**config.mk**
```make
export PLATFORM = sky130hd
export DESIGN_NAME = interval_jitter_histogram
export DESIGN_NICKNAME = d
export VERILOG_FILES = /design/src/sv/ijh_pkg.sv /design/src/sv/interval_jitter_histogram.sv
export SDC_FILE = /design/constraint.sdc
export NUM_CORES = 2
export LEC_CHECK = 0
export BUFFER_PORTS_ARGS = -buffer_cell sky130_fd_sc_hd__buf_2
export CAP_MARGIN = 20
export CORE_MARGIN = 4
export CORE_UTILIZATION = 50
export DETAILED_ROUTE_END_ITERATION = 10
export PLACE_DENSITY = 0.66
export SYNTH_ARGS = -nofsm -noshare
export SYNTH_HDL_FRONTEND = slang
export SYNTH_SLANG_ARGS = --single-unit
```
**constraint.sdc**
```tcl
create_clock -name clk -period 36.8 [get_ports clk]
set_input_delay 9.2 -clock clk [delete_from_list [all_inputs] [get_ports clk]]
set_output_delay 9.2 -clock clk [all_outputs]
set_load 0.1 [all_outputs]
```
**src/sv/ijh_pkg.sv**
```systemverilog
// Package for the interval jitter histogram block.
// Holds the histogram geometry, the nominal period at reset and the item kind codes.
// No dependencies.
package ijh_pkg;

	localparam int JITTER_BINS = 64;
	localparam int BIN_W = (JITTER_BINS > 1) ? $clog2(JITTER_BINS) : 1;

	localparam logic [31:0] NOMINAL_RESET = 32'd40000;

	localparam logic KIND_TICK = 1'b0;
	localparam logic KIND_READ = 1'b1;

endpackage

```
**src/sv/interval_jitter_histogram.sv**
```systemverilog
// Throughput: one word per cycle unless the output stalls; the histogram
//   read-modify-write forwards the value written in the cycle of the read, so
//   back-to-back hits on one bin work. The last stage feeds the result register.
// Reset (arst_n low, asynchronous): clears the pipeline, the previous-tick flag,
//   the maximum jitter, all histogram bins (through per-bin valid flags) and sets
//   nominal_period to 40000. No clearing pass; the block takes words right away.
// Top level of the interval jitter histogram; depends on ijh_pkg.
module interval_jitter_histogram
	import ijh_pkg::*;
(
	input  logic        clk,
	input  logic        arst_n,

	input  logic        nominal_period_wr,
	input  logic [31:0] nominal_period,

	input  logic        in_valid,
	output logic        in_stall,
	input  logic        kind,
	input  logic [31:0] timestamp,
	input  logic [5:0]  bin_index,

	output logic        out_valid,
	input  logic        out_stall,
	output logic        jitter_valid,
	output logic [29:0] jitter,
	output logic [29:0] max_jitter,
	output logic [31:0] bin_count
);

	// ------------------------------------------------------------------
	// Pipeline control: every stage moves together when the output
	// register is empty or being taken. Bubbles travel as cleared valids.
	// ------------------------------------------------------------------
	logic out_valid_q;
	logic adv;
	assign adv      = !out_valid_q || !out_stall;
	assign in_stall = !adv;

	// Control state
	logic [31:0]            nominal_q;
	logic                   have_prev_q;
	logic [29:0]            worst_q;
	logic [JITTER_BINS-1:0] hist_vld_q;
	logic                   vld_s1, vld_s2, vld_s3, vld_s4;

	// Payload registers
	logic [31:0]      prev_time_q;
	logic             kind_s1, kind_s2, kind_s3, kind_s4;
	logic [31:0]      ts_s1;
	logic [5:0]       idx_s1, idx_s2, idx_s3;
	logic             meas_s2, meas_s3, meas_s4;
	logic [31:0]      interval_s2;
	logic [31:0]      dev_s3;
	logic [29:0]      jit_s4;
	logic [BIN_W-1:0] addr_s4;
	logic             in_range_s4;
	logic [31:0]      rd_data_s4;
	logic             rd_vld_s4;
	logic             fwd_s4;
	logic [31:0]      wr_data_q;
	logic             jitter_valid_q;
	logic [29:0]      jitter_q;
	logic [29:0]      max_jitter_q;
	logic [31:0]      bin_count_q;

	// Histogram storage
	logic [31:0] hist_mem [JITTER_BINS];

	// ------------------------------------------------------------------
	// Stage 1: wrapped interval since the previous tick. The previous
	// timestamp is owned here, so ticks see it strictly in order.
	// ------------------------------------------------------------------
	logic        tick_s1;
	logic [31:0] interval_c;
	assign tick_s1    = vld_s1 && (kind_s1 == KIND_TICK);
	assign interval_c = ts_s1 - prev_time_q;

	// ------------------------------------------------------------------
	// Stage 2: absolute deviation from the nominal period.
	// ------------------------------------------------------------------
	logic [31:0] dev_c;
	always_comb begin
		if (interval_s2 > nominal_q) begin
			dev_c = interval_s2 - nominal_q;
		end else begin
			dev_c = nominal_q - interval_s2;
		end
	end

	// ------------------------------------------------------------------
	// Stage 3: round to eighths, clamp to the last bin, issue the
	// histogram read (bin of a tick, or the requested bin of a read).
	// ------------------------------------------------------------------
	logic [32:0]      jit_sum_c;
	logic [29:0]      jit_c;
	logic [BIN_W-1:0] tick_bin_c;
	logic [BIN_W-1:0] rd_addr;
	logic             in_range_c;

	assign jit_sum_c  = {1'b0, dev_s3} + 33'd4;
	assign jit_c      = jit_sum_c[32:3];
	assign tick_bin_c = (jit_c >= 30'(JITTER_BINS)) ? BIN_W'(JITTER_BINS - 1)
	                                                 : jit_c[BIN_W-1:0];
	assign in_range_c = (32'(idx_s3) < 32'(JITTER_BINS));
	assign rd_addr    = (kind_s3 == KIND_READ) ? BIN_W'(idx_s3) : tick_bin_c;

	// ------------------------------------------------------------------
	// Stage 4: for a measured tick, increment the bin and write it back; track the maximum.
	// The write of the word ahead lands in the same cycle as this word's
	// read, so take its value from wr_data_q when the addresses matched.
	// A bin never written since reset reads as zero.
	// ------------------------------------------------------------------
	logic [31:0] base_c;
	logic [31:0] wr_data;
	logic        wr_en;
	logic [29:0] worst_nxt;

	always_comb begin
		if (fwd_s4) begin
			base_c = wr_data_q;
		end else if (rd_vld_s4) begin
			base_c = rd_data_s4;
		end else begin
			base_c = 32'd0;
		end
	end

	assign wr_data   = base_c + 32'd1;
	assign wr_en     = adv && vld_s4 && meas_s4;
	assign worst_nxt = (meas_s4 && (jit_s4 > worst_q)) ? jit_s4 : worst_q;

	// ------------------------------------------------------------------
	// Control registers
	// ------------------------------------------------------------------
	always_ff @(posedge clk or negedge arst_n) begin
		if (!arst_n) begin
			nominal_q   <= NOMINAL_RESET;
			have_prev_q <= 1'b0;
			worst_q     <= 30'd0;
			hist_vld_q  <= '0;
			vld_s1      <= 1'b0;
			vld_s2      <= 1'b0;
			vld_s3      <= 1'b0;
			vld_s4      <= 1'b0;
			out_valid_q <= 1'b0;
		end else begin
			if (nominal_period_wr) begin
				nominal_q <= nominal_period;
			end
			if (adv) begin
				vld_s1      <= in_valid;
				vld_s2      <= vld_s1;
				vld_s3      <= vld_s2;
				vld_s4      <= vld_s3;
				out_valid_q <= vld_s4;
				if (tick_s1) begin
					have_prev_q <= 1'b1;
				end
				if (vld_s4 && meas_s4) begin
					worst_q <= worst_nxt;
				end
			end
			if (wr_en) begin
				hist_vld_q[addr_s4] <= 1'b1;
			end
		end
	end

	// ------------------------------------------------------------------
	// Payload registers
	// ------------------------------------------------------------------
	always_ff @(posedge clk) begin
		if (adv) begin
			// stage 1: capture the input word
			kind_s1 <= kind;
			ts_s1   <= timestamp;
			idx_s1  <= bin_index;
			if (tick_s1) begin
				prev_time_q <= ts_s1;
			end

			// stage 2
			kind_s2     <= kind_s1;
			idx_s2      <= idx_s1;
			meas_s2     <= tick_s1 && have_prev_q;
			interval_s2 <= interval_c;

			// stage 3
			kind_s3 <= kind_s2;
			idx_s3  <= idx_s2;
			meas_s3 <= meas_s2;
			dev_s3  <= dev_c;

			// stage 4
			kind_s4     <= kind_s3;
			meas_s4     <= meas_s3;
			jit_s4      <= jit_c;
			addr_s4     <= rd_addr;
			in_range_s4 <= in_range_c;
			rd_data_s4  <= hist_mem[rd_addr];
			rd_vld_s4   <= hist_vld_q[rd_addr];
			fwd_s4      <= wr_en && (addr_s4 == rd_addr);

			// result register
			jitter_valid_q <= meas_s4;
			jitter_q       <= meas_s4 ? jit_s4 : 30'd0;
			max_jitter_q   <= worst_nxt;
			bin_count_q    <= ((kind_s4 == KIND_READ) && in_range_s4) ? base_c : 32'd0;
		end
		if (wr_en) begin
			hist_mem[addr_s4] <= wr_data;
			wr_data_q         <= wr_data;
		end
	end

	assign out_valid    = out_valid_q;
	assign jitter_valid = jitter_valid_q;
	assign jitter       = jitter_q;
	assign max_jitter   = max_jitter_q;
	assign bin_count    = bin_count_q;

endmodule

```
==> impl_metrics.tcl <==
set metrics [dict create \
    status "completed" \
    worstSetupStartpointType "input pin" \
    crit_fanout 39 \
    cts_setup_buffers 0 \
    cp-end-kind "primary output" \
    async_flop_share_pct 5.23 \
    setup_ws_ns 17.36 \
    grt_usage_pct 27.3 \
    skew_ns 0.0699 \
    relSlewSlack_pct 16.8 \
    syn_to_final_growth_pct 13.3 \
    slowest_stage "buf_2" \
    die_area_sq_um 217000 \
    drt-wirelength-per-cell_um 26.9 \
    worst_pin_slew_ns 1.25 \
    path_clk_slew_ns 0.06 \
    ys.flop_type "edfxtp_1" \
    synth_area_sq_um 105000 \
    hold_violations 0 \
    period_needed_ns 19.44 \
    clock_path_buffers 4 \
    power_density_nw_per_um2 84.0 \
    max_stage_delay_ns 0.44 \
    num_rows 167 \
    synth_cell_types 92 \
    cts_resized 0 \
    grtUsageMet2_pct 41.9 \
    rsz0062_at_grt "false" \
    met1_usage_pct 36.4 \
    avgSynthCellArea_sq_um 13.1 \
    tns_ns 0 \
    wl_mm 302 \
    pre_cts_slack_ns 17.38 \
    yosysMostFrequentCell "edfxtp_1" \
    dr.first_iter.drc_count 8430 \
    drcViolationCount 0 \
    io_buffers 170 \
    grt_pass1_wl_mm 436 \
    core-area_sq_um 208000 \
    required_ns 27.60 \
    yosys-top-cells-area "edfxtp_1 69%, nand2_1 7.2%, nand3_1 3.1%" \
    die_h_um 466 \
    final_nets 8434 \
    grt-ovfl-total 0 \
    fmax_ghz 0.0515 \
    setup_viol 0 \
    grt.met3_usage_pct 6.59 \
    grt_max_degree 129 \
    ios 171 \
    post_drt_via_cell_ratio 6.05 \
    drive_above_1_share_pct 12.7 \
    cts_buffers 275 \
    drv_slew 0 \
    cp.arrival_ns 10.24 \
    ir_worst_vdd_mv 0.0958 \
    die_w_um 466 \
    ys_warn_count 0 \
    ys_ff_latch 2526 \
    clkLatencyLatePin_ns 0.94 \
    cts_root_buf "clkbuf_16" \
    via_count 67900 \
    antenna_found_initial 19 \
    power.leakage_nw 42.9 \
    maxCapViolations 0 \
    synth_top_area_share_pct 68.6 \
    nFillCells 16300 \
    drt-pass1-iter-count 9 \
    syn_inst 8024 \
    netlist_top_cells_count "2394 x edfxtp_1, 2009 x nand2_1, 645 x nand3_1" \
    drtAntennaViolNets 0 \
    initial_core_util_pct 50.4 \
    ys_seq_area_share_pct 71.8 \
    htree_num_levels 5 \
    synth_edf_count 2394 \
    cts_tree "yes" \
    power.total_mw 9.97 \
    crit_type "in2out" \
    finalCritPeriodShare_pct 52.8 \
    gp_congestion 0.959 \
    hp-class "reg2reg" \
    first_global_vias 64200 \
    syn_nets 8227 \
    busiest_layer "met2" \
    hpwl_mm 181 \
    cp_cell_sequence "buf_2 -> nand2_4 -> inv_1 -> buf_2" \
    ctsHoldBuffers 0 \
    critPathMostFrequentCell "buf_2" \
    synth_top_area_cell "edfxtp_1" \
    clock-sinks 2526 \
]
-- kinds of logic after synthesis --
logic type / after synthesis / share of synthesized area, %
AND/OR/NAND/NOR: 3398 / 14.2
XOR/XNOR: 116 / 0.970
multiplexers: 209 / 2.40
adder cells (fa/ha/maj): 127 / 1.52
buffers and inverters: 611 / 2.56
flip-flops: 2526 / 71.8
AO/OA/AOI/OAI: 1037 / 6.54
-- layout by cell type, fill, tap and decap left out, types with 125 or more instances in the layout --
master and count:
o21ai_0 181, nand2_1 2006, buf_2 173, clkbuf_16 287
buf_4 164, a21oi_1 283, inv_1 152, dfrtp_1 127
nand3_1 645, nor2_1 157, and3_1 156, edfxtp_1 2394
a31oi_1 136, ha_1 125
-- stage by stage --
step | utilization, % | hold slack (ns) | instances | area [sq um]
2_1_floorplan | - | 0.400 | 8024 | 105000
3_3_place_gp | 52.7 | 0.407 | 10700 | 109000
3_5_place_dp | 52.8 | 0.405 | 10700 | 110000
4_1_cts | 56.9 | 0.415 | 11200 | 118000
5_1_grt | 57.1 | 0.429 | 11200 | 119000
6_report | 57.1 | 0.411 | 11200 | 119000
-- registers in the layout (all words and copies together), names as in the netlist, 32 cells and up --
signal	count
interval_s2	32
wr_data_q	32
hist_vld_q	64
ts_s1	32
rd_data_s4	32
hist_mem	2048
prev_time_q	32
nominal_q	32
bin_count	32
-- area by class of cell --
type                            count  area, sq um  share of cell area (%)
Antenna cell                        7         17.5                  0.0148
Clock buffer                      359         7550                    6.36
Clock inverter                    113          960                   0.809
Inverter                          157          607                   0.511
Multi-Input combinational cell   4887        27800                    23.5
Sequential cell                  2526        75200                    63.4
Tap cell                         2788         3490                    2.94
Timing Repair Buffer              384         3020                    2.54
-- final timing paths --
kind / start / to / slack (ns) / cells after the start
max in group asynchronous: arst_n / hist_vld_q[29] / 27.22 / 2
min in group asynchronous: arst_n / hist_vld_q[37] / 8.15 / 1
hold / removal: kind_s2 / kind_s3 / 0.41 / 0
setup reg to reg: dev_s3[4] / rd_data_s4[16] / 28.82 / 17
setup / recovery: out_stall / in_stall / 17.36 / 4
hold reg to reg: kind_s2 / kind_s3 / 0.41 / 0
-- per-layer routing --
| layer | part of all wire (%) | vias to the layer above |
|---|---|---|
| li1 | - | 29800 |
| met1 | 38 | 33800 |
| met2 | 45 | 3637 |
| met3 | 11 | 653 |
| met4 | 6.0 | 6 |
| met5 | 0.014 | - |
-- worst max-delay path, delay by kind of cell --
kind	cells	cell delay, ns
buffers and inverters	3	0.73
AND/OR/NAND/NOR	1	0.29
-- report_power, final --
group	switching, mW	internal (mW)	leakage [nW]
Combinational	2.57	0.812	14.9
Clock	1.09	1.55	4.17
Sequential	0.148	3.81	23.8
(Power assumes the default switching activity.)
